[src/rtl/core/sss_pkg.sv]
// ----------------------------------------------------------------------------
// sss_pkg
// Shared types and constants of the scanline span set.
// ----------------------------------------------------------------------------
package sss_pkg;

    // default sizes
    localparam int LINE_CNT_DEF  = 512;
    localparam int MAX_SPANS_DEF = 16;
    localparam int PIXEL_CNT     = 1024;

    // field widths
    localparam int PX_W  = 10;
    localparam int CNT_W = 7;
    localparam int TOP_W = 9;

    // item kinds carried in tuser
    typedef enum logic [1:0] {
        KIND_ADD   = 2'd0,
        KIND_DEL   = 2'd1,
        KIND_QUERY = 2'd2,
        KIND_CLEAR = 2'd3
    } kind_t;

    // register index (paddr[3:2])
    typedef enum logic [1:0] {
        REG_TOP    = 2'd0,
        REG_BOTTOM = 2'd1,
        REG_LEFT   = 2'd2,
        REG_RIGHT  = 2'd3
    } reg_idx_t;

    // per-line summary word
    typedef struct packed {
        logic [CNT_W-1:0] cnt;
        logic [PX_W-1:0]  left;
        logic [PX_W-1:0]  right;
    } line_sum_t;

    // one stored span
    typedef struct packed {
        logic [PX_W-1:0] s;
        logic [PX_W-1:0] e;
    } span_t;

endpackage

[src/rtl/core/sss_span_ram.sv]
// ----------------------------------------------------------------------------
// sss_span_ram
// Simple dual-port span memory, one write and one registered read port.
// ----------------------------------------------------------------------------
module sss_span_ram
    import sss_pkg::*;
#(
    parameter int DEPTH = MAX_SPANS_DEF
) (
    input  logic                     aclk,
    input  logic                     we,
    input  logic [$clog2(DEPTH)-1:0] waddr,
    input  span_t                    wdata,
    input  logic [$clog2(DEPTH)-1:0] raddr,
    output span_t                    rdata
);

    span_t mem [DEPTH];

    // write port
    always_ff @(posedge aclk) begin
        if (we) begin
            mem[waddr] <= wdata;
        end
    end

    // registered read port
    always_ff @(posedge aclk) begin
        rdata <= mem[raddr];
    end

endmodule

[config.mk]
export PLATFORM = sky130hd
export DESIGN_NAME = sss_span_ram
export DESIGN_NICKNAME = d
export VERILOG_FILES = /design/src/rtl/core/sss_pkg.sv /design/src/rtl/core/sss_span_ram.sv
export SDC_FILE = /design/constraint.sdc
export NUM_CORES = 1
export LEC_CHECK = 0
export ABC_CLOCK_PERIOD_IN_PS = 3100
export BUFFER_PORTS_ARGS = -buffer_cell sky130_fd_sc_hd__clkbuf_2
export CORE_MARGIN = 2
export CORE_UTILIZATION = 45
export CTS_CLUSTER_DIAMETER = 80
export DETAILED_ROUTE_END_ITERATION = 7
export HOLD_SLACK_MARGIN = 0.03
export PLACE_DENSITY = 0.71
export SLEW_MARGIN = 10
export SYNTH_ARGS = -nofsm -noshare
export SYNTH_HDL_FRONTEND = slang
export SYNTH_SLANG_ARGS = --single-unit
[constraint.sdc]
create_clock -name aclk -period 3.1 [get_ports aclk]
set_clock_uncertainty 0.05 [all_clocks]
set_input_delay 0.31 -clock aclk [delete_from_list [all_inputs] [get_ports aclk]]
set_output_delay 0.31 -clock aclk [all_outputs]
set_load 0.005 [all_outputs]
* Word-level counts from Yosys, hierarchy flattened
Memories as Yosys holds them, arrays and structs flattened. A register that Yosys moved wholly into a read port is not among the register bits.
Cells that the tools add are included.
** Operators by class
- Multiplexer cells :: 2
** Operator list (number)
- 1-bit two-way mux :: 2
** Word-level totals
- Register bits after elaboration :: 0
- Memory bits (writable) :: 320
- Input bits :: 30
- Output and inout port bits :: 20
- Logic and storage cells :: 3
- Memories :: 1
** Memories
- mem :: words 16, width 20, read ports 1, clocked after memory_dff 1, wr ports 1, line sss_span_ram.sv:18 : span_t mem [DEPTH];

* Longest topological paths before layout
Gate-level depths: netlist of run 1.
- Word-level depth :: 2
- Gate-level depth with buffers :: 5
- Gate-level depth less buffers :: 3

* Worst setup path before layout of run 1
Ideal clock, no wire load.
- Path kind :: in2reg
- Start point :: input port waddr[2]
- End point :: memory mem[0][0] (netlist name) (enable)
- Data arrival time :: 2.224 ns
- Required time :: 2.628 ns
- Path slack :: 0.404 ns
- Stages on the path :: 2
- Path buffers :: 0
- Cells stage by stage :: or3b_2 > nor3_1
** RTL lines
- start, declared :: line sss_span_ram.sv:12 : input logic [$clog2(DEPTH)-1:0] waddr,
- end, declared :: line sss_span_ram.sv:18
Straight into the memory's write port.

==> impl_metrics.csv, run 1 <==
group,metric,value,unit
route,post_drt_via_cell_ratio,5.51,
sta,min_period,1.49,ns
critical_path,worst_path_dominant_cell_family,"buffers and inverters",
critical_path,critPathMaxStageDelay,0.38,ns
sta,post-route-period-util,48.1,%
route,drtPass1Iterations,5,
route,routedWlPerCell,23.7,um
floorplan,die_area,29200,um2
clocking,cts.sinks,340,
critical_path,path_buf_inv,2,
critical_path,crit_path_start_kind,"primary input",
sta,worst-slew-pin-transition,0.708,ns
floorplan,io_pins,50,
critical_path,critical_path.endpoint_type,"register",
sta,timing.final.max_slew_violations,0,
clocking,clk-insertion-delay-late,0.51,ns
final_layout,post-route-util,52.4,%
route,post_detailed_routing_wire_length,24.2,mm
logic_synthesis,yosys_warnings,0,
global_routing,grt_antenna_before_repair,2,
sta,setup_repair_after_global_routing_missed_its_margin,"false",
route,drcViolationCount,0,
sta,hold_viol_final,0,
global_routing,via_count_of_the_first_global_routing_pass,5808,
power_and_ir_drop,leakage,4.73,nW
critical_path,worstPathRequired,3.43,ns
critical_path,critical_path.startpoint,"raddr[1]",
logic_synthesis,mappedNetlistArea,12500,um2
floorplan,fp.dieH,171,um
logic_synthesis,synthTopCellsByArea,"sky130_fd_sc_hd__edfxtp_1 (77%), sky130_fd_sc_hd__mux4_2 (12%), sky130_fd_sc_hd__mux4_1 (3.4%), sky130_fd_sc_hd__dfxtp_1 (3.2%), sky130_fd_sc_hd__a22oi_1 (2.4%)",
clocking,post-cts-setup-buffer-count,0,
place,buffer_ports.inserted,49,
floorplan,start_util,45.4,%
logic_synthesis,synth_top_flop_cell,"sky130_fd_sc_hd__edfxtp_1",
logic_synthesis,synth_cells,533,
route,drt_iter0_drc,439,
floorplan,rows,61,
clocking,cts.reportedPaths.clkPinSlew,0.06,ns
clocking,cts.htree.levels,2,
run_status,status,"finished, final reports clean",
power_and_ir_drop,worst_ir_drop_vdd,335,uV
logic_synthesis,synth_edf_count,320,
global_routing,maximum_number_of_pins_on_one_net_before_global_route_repair,50,
floorplan,core_area,27600,um2
clocking,tritoncts.num_buffers,34,
clocking,clk_path_buf_depth,3,
global_routing,grt_util_all_layers,17.0,%
place,globalplace.congestion,0.719,
final_layout,final_layout_size_suffix_gt1_share,32.2,%
logic_synthesis,postSynthRegisterBits,340,
route,route.antenna.remaining_nets,0,
logic_synthesis,netlist.top_cell.by_area,"sky130_fd_sc_hd__edfxtp_1",
logic_synthesis,post_synth_num_cell_types,18,
final_layout,finish.net_count,647,
logic_synthesis,avgSynthCellArea,23.5,um2
critical_path,timing.setup.critical_path_class,"in2reg",
logic_synthesis,yosysMostFrequentCell,"sky130_fd_sc_hd__edfxtp_1",
power_and_ir_drop,cellPowerDensity,660,nW/um2
sta,totalNegativeSetupSlack,0,ns
global_routing,globalRoute.totalOverflow,0,
place,post-dp-hpwl,13.3,mm
logic_synthesis,syn_nets,563,
clocking,cts_resized,0,
clocking,cts_tree,"built",
critical_path,timing.critical_path.arrival,1.82,ns
route,via_count,5634,
flow_run,maxCapViolations,0,
hold_path,worstHoldPathType,"in2reg",
clocking,post_cts_hold_buffer_count,0,
logic_synthesis,synth_largest_type_area_fraction,76.7,%
critical_path,critical_path_peak_fanout,48,
global_routing,grt_first_pass_wirelength,36.0,mm
hold_path,hold_start,"wdata[4]",
clocking,clockRootBuffer,"sky130_fd_sc_hd__clkbuf_16",
logic_synthesis,synth_commonest_cells,"sky130_fd_sc_hd__edfxtp_1 (320), sky130_fd_sc_hd__mux4_2 (64), sky130_fd_sc_hd__a22oi_1 (40), sky130_fd_sc_hd__nand2_1 (21), sky130_fd_sc_hd__dfxtp_1 (20)",
critical_path,regToRegStartpoint,"mem[3][12]",
logic_synthesis,postSynth.asyncResetShare,0,%
sta,clock.fmax,0.671,GHz
final_layout,synthToLayoutAreaGrowth,15.5,%
sta,finalSetupViolations,0,
sta,max-slew-margin-rel,52.8,%
critical_path,critPathSlowestCell,"sky130_fd_sc_hd__buf_2",
critical_path,crit_chain,"buf_2, buf_12, mux4_2, a22oi_1, nand2_1",
floorplan,floorplan.die.width,171,um
logic_synthesis,ys_seq_area_share,79.9,%
[cells in the final DEF, fill, tap and decap left out]
| cell type | synthesis | layout |
|---|---|---|
| sky130_fd_sc_hd__and2_1 | 1 | 1 |
| sky130_fd_sc_hd__buf_2 | 1 | 1 |
| sky130_fd_sc_hd__nand2_1 | 21 | 21 |
| sky130_fd_sc_hd__clkbuf_8 | 0 | 1 |
| sky130_fd_sc_hd__nor2_2 | 0 | 13 |
| sky130_fd_sc_hd__nor2b_2 | 0 | 2 |
| sky130_fd_sc_hd__or3b_2 | 1 | 1 |
| sky130_fd_sc_hd__mux4_2 | 64 | 64 |
| sky130_fd_sc_hd__nor3_2 | 0 | 4 |
| sky130_fd_sc_hd__nand2b_1 | 2 | 2 |
| sky130_fd_sc_hd__clkbuf_16 | 0 | 37 |
| sky130_fd_sc_hd__mux4_1 | 16 | 16 |
| sky130_fd_sc_hd__nand3b_1 | 2 | 2 |
| sky130_fd_sc_hd__clkbuf_2 | 0 | 47 |
| sky130_fd_sc_hd__clkinv_2 | 0 | 7 |
| sky130_fd_sc_hd__buf_4 | 4 | 24 |
| sky130_fd_sc_hd__edfxtp_1 | 320 | 320 |
| sky130_fd_sc_hd__buf_12 | 0 | 2 |
| sky130_fd_sc_hd__clkinvlp_4 | 0 | 1 |
| sky130_fd_sc_hd__nand3_1 | 1 | 1 |
| sky130_fd_sc_hd__bufinv_16 | 0 | 2 |
| sky130_fd_sc_hd__inv_8 | 0 | 1 |
| sky130_fd_sc_hd__diode_2 | 0 | 1 |
| sky130_fd_sc_hd__clkbuf_1 | 16 | 5 |
| sky130_fd_sc_hd__clkinv_1 | 0 | 8 |
| sky130_fd_sc_hd__a22oi_1 | 40 | 40 |
| sky130_fd_sc_hd__dfxtp_1 | 20 | 20 |
[power breakdown]
group / switching (mW) / total, mW / internal (mW)
combinational: 0.245 / 0.430 / 0.185
sequential: 0.0310 / 5.17 / 5.14
clock: 1.59 / 3.95 / 2.36
[worst reg2reg max path, cell delays in order, from the launching register on]
cell                       delay [ns]
sky130_fd_sc_hd__edfxtp_1        0.37
sky130_fd_sc_hd__mux4_2          0.49
sky130_fd_sc_hd__a22oi_1         0.33
sky130_fd_sc_hd__nand2_1         0.09
[sequential cells by signal (all words and copies together) (netlist names)]
register,flops
rdata,20
mem,320
[stage by stage]
| step | cell area [um2] | std cells | total power [mW] | setup slack (ns) | hold slack [ns] |
|---|---|---|---|---|---|
| final | 14500 | 1022 | 9.56 | 1.61 | 0.156 |
| after global routing | 14500 | 1021 | 9.84 | 1.46 | 0.175 |
| after CTS | 14500 | 1021 | 9.64 | 1.60 | 0.135 |
| after detailed placement | 13400 | 959 | 5.71 | 1.08 | 0.618 |
| after global placement | 13400 | 959 | 5.69 | 1.08 | 0.598 |
| after floorplan | 12500 | 533 | 5.51 | 0.404 | 0.359 |
[path summary, 6_finish.rpt]
check | cells after the start | slack [ns] | to
setup reg to reg | 3 | 1.65 | rdata[12]
hold reg to reg | 3 | 0.62 | rdata[10]
hold / removal | 1 | 0.16 | mem[5][4]
setup / recovery | 5 | 1.61 | rdata[12]
[layout make-up]
| type | count | area (um2) |
|---|---|---|
| clock buffers | 43 | 958 |
| repair buffers | 74 | 460 |
| well taps | 378 | 473 |
| clock inverters | 19 | 144 |
| diodes | 1 | 2.50 |
| fillers | 2114 | 13200 |
| flip-flops and latches | 340 | 10000 |
| multi-input cells | 167 | 2430 |
[routing by layer]
| layer | up-vias | track usage, % | share of wire, % |
|---|---|---|---|
| li1 | 2453 | - | - |
| met1 | 2977 | 22.3 | 41 |
| met2 | 171 | 29.7 | 52 |
| met3 | 31 | 3.26 | 6.0 |
| met4 | 2 | 4.27 | 1.5 |
| met5 | - | 0 | 0.054 |
[cell families (layout without fill, tap and decap cells)]
kind of cell	after synthesis	after routing	share of synthesized area (%)
buffers and inverters	26	136	1.21
AOI/OAI and AO/OA	40	40	2.40
and+or+nand+nor	47	47	1.66
other	0	1	0
DFF	340	340	79.9
muxes	80	80	14.9
(Power assumes the default switching activity.)
==> inputs of run 2 (changes only) <==
Settings changed: ABC_CLOCK_PERIOD_IN_PS 3100 to 1300, PLACE_DENSITY 0.71 to 0.74.
Clock period 3.1 ns to 1.3 ns, I/O delays scaled along.
==> impl_metrics.csv, run 2 (synthesis gave the netlist of run 1 again) <==
group,metric,value,unit
run_status,status,"finished with violations",
run_status,failed_checks,"negative setup slack",
critical_path,timing.critical_path.arrival,1.74,ns
floorplan,rows,61,
clocking,cts.htree.levels,1,
critical_path,critical_path_peak_fanout,1,
final_layout,num-fill-cells,1972,
route,routedWlPerCell,25.0,um
clocking,clockRootBuffer,"sky130_fd_sc_hd__clkbuf_16",
sta,hold_viol_final,0,
global_routing,grt_first_pass_wirelength,39.5,mm
route,route.antenna.remaining_nets,0,
final_layout,antennaDiodeCount,0,
sta,worst-slew-pin-transition,0.775,ns
clocking,clk_path_buf_depth,3,
critical_path,crit_chain,"mux4_2, a22oi_2, nand2_1",
clocking,clk-insertion-delay-late,0.57,ns
clocking,tritoncts.num_buffers,31,
route,via_count,6071,
critical_path,critPathSlowestCell,"sky130_fd_sc_hd__mux4_2",
sta,clock.fmax,0.745,GHz
power_and_ir_drop,cellPowerDensity,1490,nW/um2
final_layout,finish.net_count,702,
critical_path,crit_path_start_kind,"register",
critical_path,timing.setup.critical_path_class,"reg2reg",
floorplan,start_util,45.4,%
final_layout,mostFrequentLayoutCells,"sky130_fd_sc_hd__edfxtp_1 (320), sky130_fd_sc_hd__mux4_2 (80), sky130_fd_sc_hd__clkbuf_2 (47)",
route,drtPass1Iterations,4,
clocking,post-cts-setup-buffer-count,0,
global_routing,maximum_number_of_pins_on_one_net_before_global_route_repair,23,
final_layout,top_regs,"mem (320), rdata (20)",
sta,setup_repair_after_global_routing_missed_its_margin,"true",
floorplan,core_area,27600,um2
power_and_ir_drop,worst_ir_drop_vdd,1070,uV
final_layout,registers.top_by_ff_count,"mem",
clocking,cts.sinks,340,
sta,timing.final.max_slew_violations,0,
place,buffer_ports.inserted,49,
floorplan,floorplan.die.width,171,um
floorplan,io_pins,50,
critical_path,critPathMaxStageDelay,0.50,ns
place,post-dp-hpwl,16.1,mm
sta,fin_ws,-0.0430,ns
final_layout,synthToLayoutAreaGrowth,23.6,%
clocking,cts_tree,"built",
sta,totalNegativeSetupSlack,-0.106,ns
route,drt_iter0_drc,647,
final_layout,multiInputGateArea,2580,um2
place,globalplace.congestion,0.726,
power_and_ir_drop,report.power.total,23.0,mW
floorplan,die_area,29200,um2
sta,max-slew-margin-rel,48.1,%
final_layout,final_layout_size_suffix_gt1_share,41.3,%
flow_run,maxCapViolations,0,
sta,post-route-period-util,103,%
global_routing,globalRoute.totalOverflow,0,
sta,final.hold.worst_slack,0.0646,ns
route,post_detailed_routing_wire_length,26.9,mm
final_layout,final_common_cell,"sky130_fd_sc_hd__edfxtp_1",
route,drcViolationCount,0,
critical_path,critical_path.endpoint_type,"register",
floorplan,fp.dieH,171,um
route,post_drt_via_cell_ratio,5.65,
final_layout,post-route-util,56.1,%
global_routing,grt_antenna_before_repair,1,
critical_path,worstPathRequired,1.69,ns
power_and_ir_drop,leakage,5.05,nW
global_routing,via_count_of_the_first_global_routing_pass,6132,
sta,min_period,1.34,ns
clocking,cts.reportedPaths.clkPinSlew,0.07,ns
final_layout,largest_reg_flops,320,
sta,finalSetupViolations,4,
hold_path,worstHoldPathType,"in2reg",
final_layout,regArea,10000,um2
global_routing,grt_util_all_layers,18.9,%
==> run 2: cell types whose count changed in the layout (fill, tap and decap cells not counted), sizes merged <==
cell         delta
buf            +38
dlygate4sd3    +20
clkbuf         -10
bufinv          +3
clkinv          +2
diode           -1
inv             +1
==> run 2: per-stage QoR <==
stage                     setup slack, ns  instances  area, um2
after floorplan                    -0.305        533      12700
after global placement             -0.335        997      14100
after detailed placement           -0.347        997      14100
after CTS                         -0.0666       1075      15400
after global routing              -0.0692       1075      15500
final                             -0.0430       1075      15500
==> run 2: path summary, 6_finish.rpt <==
path | from | to | slack [ns] | depth (start not counted)
worst max register to register | mem[3][7] | rdata[7] | -0.04 | 3
worst min register to register | mem[15][17] | rdata[17] | 0.62 | 3
worst max-delay path | mem[3][7] | rdata[7] | -0.04 | 3
worst min-delay path | raddr[3] | rdata[8] | 0.06 | 4
==> run 2: critical path, delay by kind of cell, from the launching register on <==
family / cells / cell delay [ns]
DFF: 1 / 0.38
AOI/OAI and AO/OA: 1 / 0.19
muxes: 1 / 0.50
and+or+nand+nor: 1 / 0.10
==> run 2: metal layers <==
metal | global-route usage, % | part of all wire, %
met1 | 25.4 | 38
met2 | 32.7 | 52
met3 | 2.89 | 8.1
met4 | 4.90 | 1.9
met5 | 0 | 0.048
==> run 2: layout make-up <==
class,count,share of cell area (%)
sequential,340,64.6
tap,378,3.05
clock inverter,25,1.70
timing repair buffer,132,8.79
clock buffer,33,5.12
multi-input combinational,167,16.7
==> run 2: report_power, final <==
| part | switching, mW | total (mW) | internal [mW] | leakage, nW |
|---|---|---|---|---|
| combinational | 0.708 | 1.35 | 0.645 | 1.47 |
| sequential | 0.0885 | 12.3 | 12.3 | 3.06 |
| clock | 3.89 | 9.31 | 5.42 | 0.522 |
==> run 2: repair_timing <==
action,CTS,global route
setup endpoints to repair,13,19
hold buffers,20,0
endpoints found under the hold margin,320,0
gates resized for setup,12,15
pin swaps,4,10
